[src/hdl/trvm_pkg.sv]
// trvm_pkg: shared types and constants for the tiny register vm execute block
// no dependencies; used by the interfaces, the iterative unit and the top level
`timescale 1ns / 1ps

package trvm_pkg;

  localparam int unsigned ByteW    = 8;
  localparam int unsigned ValueW   = 17;
  localparam int unsigned StatusW  = 3;
  localparam int unsigned ProductW = 2 * ByteW;
  localparam int unsigned NumRegsDefault = 4;

  // instruction codes; every code from OpCount upward is illegal
  typedef enum logic [ByteW-1:0] {
    OP_ADD = 8'd0,
    OP_SUB = 8'd1,
    OP_MUL = 8'd2,
    OP_DIV = 8'd3,
    OP_MOD = 8'd4,
    OP_STP = 8'd5,
    OP_LDI = 8'd6,
    OP_ADR = 8'd7,
    OP_SUR = 8'd8,
    OP_INC = 8'd9,
    OP_DEC = 8'd10
  } trvm_op_e;

  localparam logic [ByteW-1:0] OpCount   = 8'd11;
  localparam logic [ByteW-1:0] OpFirstReg = 8'd6;

  typedef enum logic [StatusW-1:0] {
    ST_OK     = 3'd0,
    ST_DIV0   = 3'd1,
    ST_BADREG = 3'd2,
    ST_BADOP  = 3'd3,
    ST_STOP   = 3'd4,
    ST_HALTED = 3'd5
  } trvm_status_e;

  typedef enum logic [1:0] {
    UNIT_MUL = 2'd0,
    UNIT_DIV = 2'd1,
    UNIT_MOD = 2'd2
  } trvm_unit_mode_e;

  typedef struct packed {
    logic            start;
    trvm_unit_mode_e mode;
    logic [ByteW-1:0] a;
    logic [ByteW-1:0] b;
  } trvm_unit_cmd_t;

  typedef struct packed {
    logic                last;
    logic [ProductW-1:0] result;
  } trvm_unit_rsp_t;

endpackage

[src/hdl/trvm_instr_if.sv]
// trvm_instr_if: instruction channel, valid/ready handshake with three byte payload
// depends on trvm_pkg
`timescale 1ns / 1ps

interface trvm_instr_if
  import trvm_pkg::*;
();

  logic             valid;
  logic             ready;
  logic [ByteW-1:0] opcode;
  logic [ByteW-1:0] left_byte;
  logic [ByteW-1:0] right_byte;

  modport source (output valid, output opcode, output left_byte, output right_byte,
                  input ready);
  modport sink   (input valid, input opcode, input left_byte, input right_byte,
                  output ready);

endinterface

[src/hdl/trvm_result_if.sv]
// trvm_result_if: result channel, valid/ready handshake with value and status
// depends on trvm_pkg
`timescale 1ns / 1ps

interface trvm_result_if
  import trvm_pkg::*;
();

  logic                     valid;
  logic                     ready;
  logic signed [ValueW-1:0] value;
  logic [StatusW-1:0]       status;

  modport source (output valid, output value, output status, input ready);
  modport sink   (input valid, input value, input status, output ready);

endinterface

[src/hdl/trvm_seq_unit.sv]
// trvm_seq_unit: shared 9-bit adder stepped eight times, shift-add multiply
// and restoring divide; depends on trvm_pkg
`timescale 1ns / 1ps

module trvm_seq_unit
  import trvm_pkg::*;
(
  input  logic           clk_i,
  input  logic           rst_ni,
  input  trvm_unit_cmd_t cmd_i,
  output trvm_unit_rsp_t rsp_o
);

  localparam int unsigned CntW = $clog2(ByteW);
  localparam logic [CntW-1:0] LastStep = CntW'(ByteW - 1);

  logic             busy_q;
  logic [CntW-1:0]  cnt_q;
  trvm_unit_mode_e  mode_q;
  logic [ByteW-1:0] hi_q, hi_d;
  logic [ByteW-1:0] lo_q, lo_d;
  logic [ByteW-1:0] b_q;

  logic [ByteW:0]   op_a, op_b;
  logic             cin;
  logic [ByteW+1:0] sum;

  // one adder: hi + (lo lsb ? b : 0) for multiply, {hi, lo msb} - b for divide
  always_comb begin
    if (mode_q == UNIT_MUL) begin
      op_a = {1'b0, hi_q};
      op_b = {1'b0, (lo_q[0] ? b_q : '0)};
      cin  = 1'b0;
    end else begin
      op_a = {hi_q, lo_q[ByteW-1]};
      op_b = ~{1'b0, b_q};
      cin  = 1'b1;
    end
    sum = {1'b0, op_a} + {1'b0, op_b} + {{(ByteW+1){1'b0}}, cin};

    if (mode_q == UNIT_MUL) begin
      hi_d = sum[ByteW:1];
      lo_d = {sum[0], lo_q[ByteW-1:1]};
    end else begin
      // carry out means no borrow: trial subtract succeeded
      hi_d = sum[ByteW+1] ? sum[ByteW-1:0] : op_a[ByteW-1:0];
      lo_d = {lo_q[ByteW-2:0], sum[ByteW+1]};
    end
  end

  always_ff @(posedge clk_i or negedge rst_ni) begin
    if (!rst_ni) begin
      busy_q <= 1'b0;
      cnt_q  <= '0;
      mode_q <= UNIT_MUL;
      hi_q   <= '0;
      lo_q   <= '0;
      b_q    <= '0;
    end else if (cmd_i.start) begin
      busy_q <= 1'b1;
      cnt_q  <= '0;
      mode_q <= cmd_i.mode;
      hi_q   <= '0;
      lo_q   <= cmd_i.a;
      b_q    <= cmd_i.b;
    end else if (busy_q) begin
      hi_q  <= hi_d;
      lo_q  <= lo_d;
      cnt_q <= cnt_q + 1'b1;
      if (cnt_q == LastStep) begin
        busy_q <= 1'b0;
      end
    end
  end

  always_comb begin
    rsp_o.last = busy_q && (cnt_q == LastStep);
    unique case (mode_q)
      UNIT_MUL: rsp_o.result = {hi_q, lo_q};
      UNIT_DIV: rsp_o.result = {{ByteW{1'b0}}, lo_q};
      UNIT_MOD: rsp_o.result = {{ByteW{1'b0}}, hi_q};
      default:  rsp_o.result = '0;
    endcase
  end

endmodule

[src/hdl/tiny_register_vm_execute.sv]
// tiny_register_vm_execute: top level, decode, register file and result register
// depends on trvm_pkg, trvm_instr_if, trvm_result_if and trvm_seq_unit
`timescale 1ns / 1ps

// usage
// - instr_i carries one instruction per transaction: opcode, left_byte, right_byte
// - result_o returns exactly one transaction per instruction: value and status
// - add, sub, stp, ldi, adr, sur, inc, dec and every error case finish at the
//   accepting edge; the result is visible the next cycle, so one instruction per
//   cycle is sustained while the receiver keeps up
// - mul, div and mod run on one shared 9-bit adder stepped eight times (shift-add
//   or restoring divide): the unit steps in S_ITER, then S_WAIT loads the result
//   register once it is free; no new instruction is taken until back in S_IDLE
// - div or mod by zero bypasses the shared unit and finishes at once
// - the result register decouples the two sides: a new instruction is taken
//   while a finished result waits, as long as the register frees at that edge
// - when the receiver stalls, the result is held stable and instr_i.ready drops
//   until the result register can accept the next result
// - reset clears the register file to zero, clears the halt flag and empties the
//   result register; after stp, a bad register or a bad opcode every later
//   instruction reports already halted until the next reset

module tiny_register_vm_execute
  import trvm_pkg::*;
#(
  parameter int unsigned NUM_REGS = NumRegsDefault
) (
  input  logic          clk_i,
  input  logic          rst_ni,
  trvm_instr_if.sink    instr_i,
  trvm_result_if.source result_o
);

  localparam int unsigned IdxW = (NUM_REGS > 1) ? $clog2(NUM_REGS) : 1;
  localparam logic [ByteW-1:0] NumRegsB = ByteW'(NUM_REGS);

  typedef enum logic [1:0] {
    S_IDLE,
    S_ITER,
    S_WAIT
  } state_e;

  state_e state_q;

  logic [ByteW-1:0]         regs_q [NUM_REGS];
  logic                     halted_q;
  logic                     out_valid_q;
  logic signed [ValueW-1:0] out_value_q;
  trvm_status_e             out_status_q;

  trvm_unit_cmd_t unit_cmd;
  trvm_unit_rsp_t unit_rsp;

  // decode results
  logic                     accept;
  logic                     out_free;
  logic                     use_unit;
  trvm_unit_mode_e          unit_mode;
  logic                     halt_set;
  logic                     wr_en;
  logic signed [ValueW-1:0] imm_value;
  trvm_status_e             imm_status;
  logic [ByteW-1:0]         rv;
  logic [ValueW-1:0]        l_ext, r_ext, rv_ext;

  // output slot is free if empty or being drained this cycle
  assign out_free      = !out_valid_q || result_o.ready;
  assign instr_i.ready = (state_q == S_IDLE) && out_free;
  assign accept        = instr_i.valid && instr_i.ready;

  assign rv     = regs_q[instr_i.left_byte[IdxW-1:0]];
  assign l_ext  = {{(ValueW-ByteW){1'b0}}, instr_i.left_byte};
  assign r_ext  = {{(ValueW-ByteW){1'b0}}, instr_i.right_byte};
  assign rv_ext = {{(ValueW-ByteW){1'b0}}, rv};

  always_comb begin
    use_unit   = 1'b0;
    unit_mode  = UNIT_MUL;
    halt_set   = 1'b0;
    wr_en      = 1'b0;
    imm_value  = '0;
    imm_status = ST_OK;

    if (halted_q) begin
      imm_status = ST_HALTED;
    end else if (instr_i.opcode >= OpCount) begin
      imm_status = ST_BADOP;
      halt_set   = 1'b1;
    end else if ((instr_i.opcode >= OpFirstReg) && (instr_i.left_byte >= NumRegsB)) begin
      imm_status = ST_BADREG;
      halt_set   = 1'b1;
    end else begin
      unique case (trvm_op_e'(instr_i.opcode))
        OP_ADD: imm_value = l_ext + r_ext;
        OP_SUB: imm_value = l_ext - r_ext;
        OP_MUL: begin
          use_unit  = 1'b1;
          unit_mode = UNIT_MUL;
        end
        OP_DIV, OP_MOD: begin
          // zero divisor short-cuts both div and mod
          if (instr_i.right_byte == '0) begin
            imm_status = ST_DIV0;
          end else begin
            use_unit  = 1'b1;
            unit_mode = (trvm_op_e'(instr_i.opcode) == OP_DIV) ? UNIT_DIV : UNIT_MOD;
          end
        end
        OP_STP: begin
          imm_value  = l_ext;
          imm_status = ST_STOP;
          halt_set   = 1'b1;
        end
        OP_LDI: begin
          imm_value = r_ext;
          wr_en     = 1'b1;
        end
        OP_ADR: imm_value = rv_ext + r_ext;
        OP_SUR: imm_value = rv_ext - r_ext;
        OP_INC: imm_value = {{(ValueW-ByteW){1'b0}}, rv + 1'b1};
        OP_DEC: imm_value = {{(ValueW-ByteW){1'b0}}, rv - 1'b1};
        default: imm_status = ST_BADOP;
      endcase
    end
  end

  assign unit_cmd.start = accept && use_unit;
  assign unit_cmd.mode  = unit_mode;
  assign unit_cmd.a     = instr_i.left_byte;
  assign unit_cmd.b     = instr_i.right_byte;

  trvm_seq_unit u_seq_unit (
    .clk_i  (clk_i),
    .rst_ni (rst_ni),
    .cmd_i  (unit_cmd),
    .rsp_o  (unit_rsp)
  );

  // sequencer, architectural state and result register
  always_ff @(posedge clk_i or negedge rst_ni) begin
    if (!rst_ni) begin
      state_q      <= S_IDLE;
      halted_q     <= 1'b0;
      out_valid_q  <= 1'b0;
      out_value_q  <= '0;
      out_status_q <= ST_OK;
      for (int i = 0; i < NUM_REGS; i++) begin
        regs_q[i] <= '0;
      end
    end else begin
      unique case (state_q)
        S_IDLE: begin
          if (accept) begin
            if (halt_set) begin
              halted_q <= 1'b1;
            end
            if (wr_en) begin
              regs_q[instr_i.left_byte[IdxW-1:0]] <= instr_i.right_byte;
            end
            if (use_unit) begin
              state_q <= S_ITER;
              if (result_o.ready) begin
                out_valid_q <= 1'b0;
              end
            end else begin
              out_valid_q  <= 1'b1;
              out_value_q  <= imm_value;
              out_status_q <= imm_status;
            end
          end else if (result_o.ready) begin
            out_valid_q <= 1'b0;
          end
        end
        S_ITER: begin
          if (unit_rsp.last) begin
            state_q <= S_WAIT;
          end
          if (result_o.ready) begin
            out_valid_q <= 1'b0;
          end
        end
        S_WAIT: begin
          if (out_free) begin
            state_q      <= S_IDLE;
            out_valid_q  <= 1'b1;
            out_value_q  <= {1'b0, unit_rsp.result};
            out_status_q <= ST_OK;
          end
        end
        default: state_q <= S_IDLE;
      endcase
    end
  end

  assign result_o.valid  = out_valid_q;
  assign result_o.value  = out_value_q;
  assign result_o.status = out_status_q;

endmodule
[src/flat_wrapper.sv]
// flat-port wrapper written by rule: the top's interface ports become plain ports
module tiny_register_vm_execute_flat import trvm_pkg::*;
#(
  parameter int unsigned NUM_REGS = NumRegsDefault
)
  (clk_i, rst_ni, instr_i_valid, instr_i_opcode, instr_i_left_byte, instr_i_right_byte, instr_i_ready, result_o_valid, result_o_value, result_o_status, result_o_ready);
  trvm_instr_if instr_i_i ();
  trvm_result_if result_o_i ();
  input  logic clk_i;
  input  logic rst_ni;
  input wire logic [$bits(instr_i_i.valid)-1:0] instr_i_valid;
  input wire logic [$bits(instr_i_i.opcode)-1:0] instr_i_opcode;
  input wire logic [$bits(instr_i_i.left_byte)-1:0] instr_i_left_byte;
  input wire logic [$bits(instr_i_i.right_byte)-1:0] instr_i_right_byte;
  output wire logic [$bits(instr_i_i.ready)-1:0] instr_i_ready;
  output wire logic [$bits(result_o_i.valid)-1:0] result_o_valid;
  output wire logic [$bits(result_o_i.value)-1:0] result_o_value;
  output wire logic [$bits(result_o_i.status)-1:0] result_o_status;
  input wire logic [$bits(result_o_i.ready)-1:0] result_o_ready;
  assign instr_i_i.valid = instr_i_valid;
  assign instr_i_i.opcode = instr_i_opcode;
  assign instr_i_i.left_byte = instr_i_left_byte;
  assign instr_i_i.right_byte = instr_i_right_byte;
  assign instr_i_ready = instr_i_i.ready;
  assign result_o_valid = result_o_i.valid;
  assign result_o_value = result_o_i.value;
  assign result_o_status = result_o_i.status;
  assign result_o_i.ready = result_o_ready;
  tiny_register_vm_execute #(.NUM_REGS(NUM_REGS)) u_core (.clk_i(clk_i), .rst_ni(rst_ni), .instr_i(instr_i_i), .result_o(result_o_i));
endmodule
[config.mk]
export PLATFORM = sky130hd
export DESIGN_NAME = tiny_register_vm_execute_flat
export DESIGN_NICKNAME = d
export VERILOG_FILES = /design/src/hdl/trvm_pkg.sv /design/src/hdl/trvm_instr_if.sv /design/src/hdl/trvm_result_if.sv /design/src/hdl/trvm_seq_unit.sv /design/src/hdl/tiny_register_vm_execute.sv /design/src/flat_wrapper.sv
export SDC_FILE = /design/constraint.sdc
export NUM_CORES = 1
export LEC_CHECK = 0
export BUFFER_PORTS_ARGS = -buffer_cell sky130_fd_sc_hd__buf_2
export CORE_ASPECT_RATIO = 1.5
export CORE_MARGIN = 2
export CORE_UTILIZATION = 50
export CTS_CLUSTER_DIAMETER = 200
export DETAILED_ROUTE_END_ITERATION = 10
export HOLD_SLACK_MARGIN = 0.02
export PLACE_DENSITY = 0.68
export SYNTH_ARGS = -nofsm -noshare
export SYNTH_HDL_FRONTEND = slang
export SYNTH_SLANG_ARGS = --single-unit
[constraint.sdc]
create_clock -name clk_i -period 8.4 [get_ports clk_i]
set_input_delay 0 -clock clk_i [delete_from_list [all_inputs] [get_ports clk_i]]
set_output_delay 0 -clock clk_i [all_outputs]
set_load 0.02 [all_outputs]
Word level (Yosys, flattened, before mapping):

Cells that the tools add are included.

* register bits after elaboration: 86
* bits in latches: 0
* bits in writable memories: 0
* memory bits (read-only): 0
* bits of input ports: 28
* word-level logic and storage cells: 142
* memories kept: 0

* $add $sub $neg: 9
* multiply operators: 0
* divide/modulo/power cells: 0
* magnitude comparators: 5
* equal/unequal tests: 20
* shift operators: 0
* multiplexer cells: 69
* bitwise gates (word level): 2
* reductions and logical operators: 22

Operators by type and width (number)
* 17-bit one-hot mux with 8 select lines: 1
* 17-bit two-way mux: 6
* 8-bit two-way mux: 11
* 16-bit one-hot mux with 3 select lines: 1
* 17-bit one-hot mux with 2 select lines: 1
* 32-bit bitwise mux: 1
* 8-bit by 3-bit == test with 1-bit output (second input constant): 4
* 8-bit by 4-bit == test with 1-bit output (second input constant): 3
* 3-bit two-way mux: 8
* 1-bit two-way mux: 21
* 2-bit two-way mux: 10
* 8-bit by 8-bit adder with 9-bit output: 2
* 9-bit two-way mux: 2
* 8-bit by 8-bit subtractor with 9-bit output: 2
* 8-bit binary-select mux with 2-bit select: 1
* 8-bit demux with 2-bit select: 1
* 8-bit by 2-bit == test with 1-bit output (second input constant): 2
* 8-bit by 3-bit greater-or-equal comparator with 1-bit output (second input constant): 2
* 8-bit logical NOT: 2
* 10-bit by 1-bit adder with 10-bit output: 1
* 9-bit by 9-bit adder with 10-bit output: 1
* 8-bit NOT with 9-bit output: 1
* 3-bit one-hot mux with 3 select lines: 1
* 8-bit by 1-bit adder with 8-bit output (second input constant): 1
* 27 further kinds: 41

Depth between registers and ports, before layout:

* depth in word-level cells: 12
* mapped depth: 15

Cells and area by module:

From an unflattened synthesis, not the netlist that was laid out.

* cell total of the unflattened synthesis: 735
* area total of the unflattened synthesis: 6703.9 sq um

Modules (own cells, without submodules)
* tiny_register_vm_execute: instances 1, cells an instance 486, area each 4543.1 sq um, sequential area each 1401.3 sq um
* trvm_seq_unit: instances 1, cells an instance 249, area each 2160.8 sq um, sequential area each 750.7 sq um

Worst setup path after synthesis:

Ideal clock, no wire load.

* path kind: register -> register
* start: reg u_core.u_seq_unit.mode_q[0]
* end: reg u_core.u_seq_unit.hi_q[4]
* library setup time: 125 ps
* data arrival time: 3144 ps
* data required time: 8275 ps
* path slack: 5131 ps
* cell stages (with the launch flop): 13
* period minus slack after synthesis: 3269 ps
* cell sequence: dfrtp_1 nor2_1 clkinv_1 clkbuf_1 clkbuf_1 fa_1 a21o_1 a21oi_1 o21ai_0 a31oi_1 o211ai_1 o221ai_1 o21ai_1

* longest elaborated chain between the ends: 8

Ends and longest elaborated chain
* start, declared: line trvm_seq_unit.sv:19 `trvm_unit_mode_e mode_q;`
* start signal, assigned: line trvm_seq_unit.sv:62 `mode_q <= cmd_i.mode;`
* 2-bit logical NOT *: line trvm_seq_unit.sv:30, trvm_seq_unit.sv:41
* 9-bit two-way mux: line trvm_seq_unit.sv:30 `if (mode_q == UNIT_MUL) begin`
* 9-bit by 9-bit adder with 10-bit output: line trvm_seq_unit.sv:39 `sum = {1'b0, op_a} + {1'b0, op_b} + {{(ByteW+1){1'b0}}, cin};`
* 10-bit by 1-bit adder with 10-bit output: line trvm_seq_unit.sv:39
* 8-bit two-way mux: line trvm_seq_unit.sv:46 `hi_d = sum[ByteW+1] ? sum[ByteW-1:0] : op_a[ByteW-1:0];`
* 8-bit two-way mux *: line trvm_seq_unit.sv:41 `if (mode_q == UNIT_MUL) begin`
* 8-bit two-way mux *: line trvm_seq_unit.sv:66 `end else if (busy_q) begin`
* 8-bit two-way mux *: line trvm_seq_unit.sv:59 `end else if (cmd_i.start) begin`
* end signal, assigned: line trvm_seq_unit.sv:67 `hi_q <= hi_d;`
* end, declared: line trvm_seq_unit.sv:20 `logic [ByteW-1:0] hi_q, hi_d;`

Mark *: on every way between the ends. The rest lies on a longest branch, timed or not. The select of a mux whose other input is x is not followed.
A chain may end at the register's enable or synchronous reset.

Final worst setup path:

* start: reg u_core.u_seq_unit.mode_q[1]
* end: reg u_core.u_seq_unit.hi_q[4]

Same word-level chain as after synthesis.

==> flow_summary.ini <==
[global_routing]
grt_overflow = 0
grt_pass1_wl_um = 31400
grt_max_degree = 60
grt_antenna_before_repair = 0
grt.total_usage = 0.2711
grt_pass1_vias = 6046

[cts]
clockBufferDepth = 2
clk_pin_slew_worst_paths_ns = 0.07
cts.sinks = 86
ctsRootBufferMaster = clkbuf_16
cts_htree_levels = 3
cts_tree = built
cts_made_buffers = 9
cts_resized = 0
insertion_delay_ns = 0.34

[drt]
drt_iter0_markers = 512
detail-route-antenna-nets = 0
viasPerCell = 6.348
wire_per_inst_um = 20.27
drc = 0
routed_wl_um = 19320
vias = 6050
first_pass_iters = 9

[worst_setup_path]
reg2reg_to = u_core.u_seq_unit.hi_q[4]
r2r_setup_slack_ns = 3.98
reg2reg_depth = 13
slowest_delay_ns = 0.78
start_kind = flop
rr_startpoint = u_core.u_seq_unit.mode_q[1]
crit_path_top_delay_cell = clkinv_1
cp-end-kind = flop
critPathTopFamily = compound AO/OA/AOI/OAI gates
path_buf_inv = 2
arrival_ns = 4.64
cp_max_fo = 36
worstPathCellList = nor2_1 -> buf_4 -> clkinv_1 -> nor2_1 -> a21oi_1 -> fa_1 -> a21o_1 -> a21oi_1 -> o21ai_0 -> a31oi_1 -> o211ai_1 -> o221ai_1 -> o21ai_1
critPathRequiredTime_ns = 8.62
path_class = flop to flop

[cells_and_area]
finish.utilization = 0.5680
areaGrowthSynthToFinish_pct = 11.31
diodes = 0
fin_nets = 866
design_area_sq_um = 7612
drive_gt1_frac = 0.1530

[floorplanning]
die-area_sq_um = 14650
placementRows = 52
die-height_um = 147.2
fp.dieW_um = 99.49
io_pins = 50
coreArea_sq_um = 13400
initial_core_util = 0.5103

[pwr]
clkPwrFrac = 0.419
netSwitchingFraction = 0.2834
p_leak_nw = 3.543
intPower_w = 0.0007980
seq_power_share = 0.392
power_density_nw_per_um2 = 146.3
switchingPower_w = 0.0003157
comb_power_share = 0.189
vdd_drop_max_mv = 0.1074

[yosys]
syn_nets = 826
synthDistinctLibCells = 75
avgSynthCellArea_sq_um = 9.168
yosysMostFrequentCell = nand2_1
synth_area_leaders = dfrtp_1 31%, ha_1 8.6%, nand2_1 5.3%, mux4_2 3.6%, mux2_4 3.5%
async_reset_ff_frac = 1.000
synth-edff-count = 0
synth_area_leader_cell = dfrtp_1
synth_common_cells = 97 x nand2_1, 86 x dfrtp_1, 47 x ha_1, 45 x o21ai_0, 43 x nor2_1
yosys_warnings = 0
synth_flop_cell = dfrtp_1
ys_seq_area_frac = 0.3147
syn_area_sq_um = 6839
synth_cells = 746
synth.ff_latch_count = 86
synth_top_cell_area_share = 0.3147

[timing]
max_slew_margin = 0.3410
tns_ns = 0
layout_setup_ws_ns = 3.982
finClkSkew_ns = 0.01124
period_needed_ns = 4.418
finalSetupViolCount = 0
tightest_slew_ns = 0.9794
slew_violations = 0
rsz0062_at_grt = false
finalCritPeriodShare = 0.5259
fmax_mhz = 226.4
hold_viol = 0

[placement]
dp_slack_ns = 4.123
dp_hpwl_um = 14530
gp_congestion = 0.9927
io_buffers = 49
postPlaceCellArea_sq_um = 7193

[outcome]
status = completed

[job]
max_cap_violations = 0

[hold_path]
hold_end = u_core.regs_q[12]
holdCritStartpoint = instr_i_right_byte[4]
min_path_cells = 2
hp-class = primary input to flop
==> how the worst max path moves through the flow <==
stage	depth (start not counted)	slack [ns]	from	to
after floorplan	12	5.13	u_core.u_seq_unit.mode_q[0]	u_core.u_seq_unit.hi_q[4]
after global placement	13	4.25	u_core.u_seq_unit.mode_q[1]	u_core.u_seq_unit.hi_q[4]
after detailed placement	13	4.12	u_core.u_seq_unit.mode_q[1]	u_core.u_seq_unit.hi_q[4]
after CTS	13	4.05	u_core.u_seq_unit.mode_q[1]	u_core.u_seq_unit.hi_q[4]
after global routing	13	3.50	u_core.u_seq_unit.mode_q[1]	u_core.u_seq_unit.hi_q[2]
final	13	3.98	u_core.u_seq_unit.mode_q[1]	u_core.u_seq_unit.hi_q[4]
==> sequential cells by signal (all words and copies together) (netlist names) <==
name	count
u_core.u_seq_unit.cnt_q	3
u_core.u_seq_unit.lo_q	8
u_core.state_q	2
u_core.u_seq_unit.hi_q	8
u_core.u_seq_unit.busy_q	1
u_core.result_o.status	3
u_core.u_seq_unit.mode_q	2
u_core.u_seq_unit.b_q	8
u_core.result_o.valid	1
u_core.result_o.value	17
u_core.regs_q	32
u_core.halted_q	1
==> through the flow <==
stage / hold WS [ns] / instances / power (W)
after global routing: 0.02579 / 953 / 0.001156
after detailed placement: -0.05295 / 929 / 0.0006492
after CTS: 0.02128 / 953 / 0.001116
after global placement: -0.06270 / 929 / 0.0006426
final: 0.02678 / 953 / 0.001114
after floorplan: -0.2956 / 746 / 0.0005826
==> kinds of logic after synthesis <==
group                      synth area share
and+or+nand+nor                      0.1720
AOI/OAI and AO/OA                    0.2067
DFF                                  0.3147
buffers and inverters               0.03970
muxes                                0.1343
adders and majority gates            0.1006
xor gates and xnor gates            0.03202
==> cell type report <==
| cell class | count | area (sq um) |
|---|---|---|
| fill | 1206 | 5791 |
| multi-input combinational | 593 | 4425 |
| sequential | 86 | 2152 |
| timing repair buffer | 62 | 365.4 |
| clock buffer | 11 | 232.7 |
| tap | 162 | 202.7 |
| inverter | 34 | 127.6 |
| clock inverter | 5 | 106.4 |
==> cells in the final DEF (no fill, tap or decap), types with 17 or more instances in the layout <==
cell type  count
o21ai_1       27
nand2_1       97
dfrtp_1       86
nor2_1        43
inv_1         33
ha_1          47
a21oi_1       34
o21ai_0       45
mux2_1        17
buf_2         48
==> power groups by stage <==
| stage | Sequential [W] | Clock, W | Combinational, W |
|---|---|---|---|
| final | 0.000436 | 0.000467 | 0.000210 |
| after global routing | 0.000438 | 0.000487 | 0.000231 |
| after CTS | 0.000436 | 0.000471 | 0.000209 |
| after detailed placement | 0.000444 | 0 | 0.000205 |
| after global placement | 0.000443 | 0 | 0.000199 |
| after floorplan | 0.000453 | 0 | 0.000129 |
==> metal layers <==
layer  global-route usage  routed length (um)  up-vias
met5                    0                   0        -
met3              0.03187                 865       55
met4               0.1336                 921        0
li1                     -                   -     2830
met1               0.3190                7536     2934
met2               0.4821                9996      231
==> worst reg2reg max path, stage by stage, from the launching register on <==
cell and delay (ns):
dfrtp_1 0.49, nor2_1 0.15, buf_4 0.29, clkinv_1 0.79, nor2_1 0.31, a21oi_1 0.12
fa_1 0.43, a21o_1 0.18, a21oi_1 0.24, o21ai_0 0.13, a31oi_1 0.50, o211ai_1 0.28
o221ai_1 0.28, o21ai_1 0.11
==> repair_timing <==
item | in CTS | in global routing
buffers inserted | 0 | 0
hold endpoints to repair | 34 | 0
hold buffers | 8 | 0
Power figures use the tool's default switching activity.
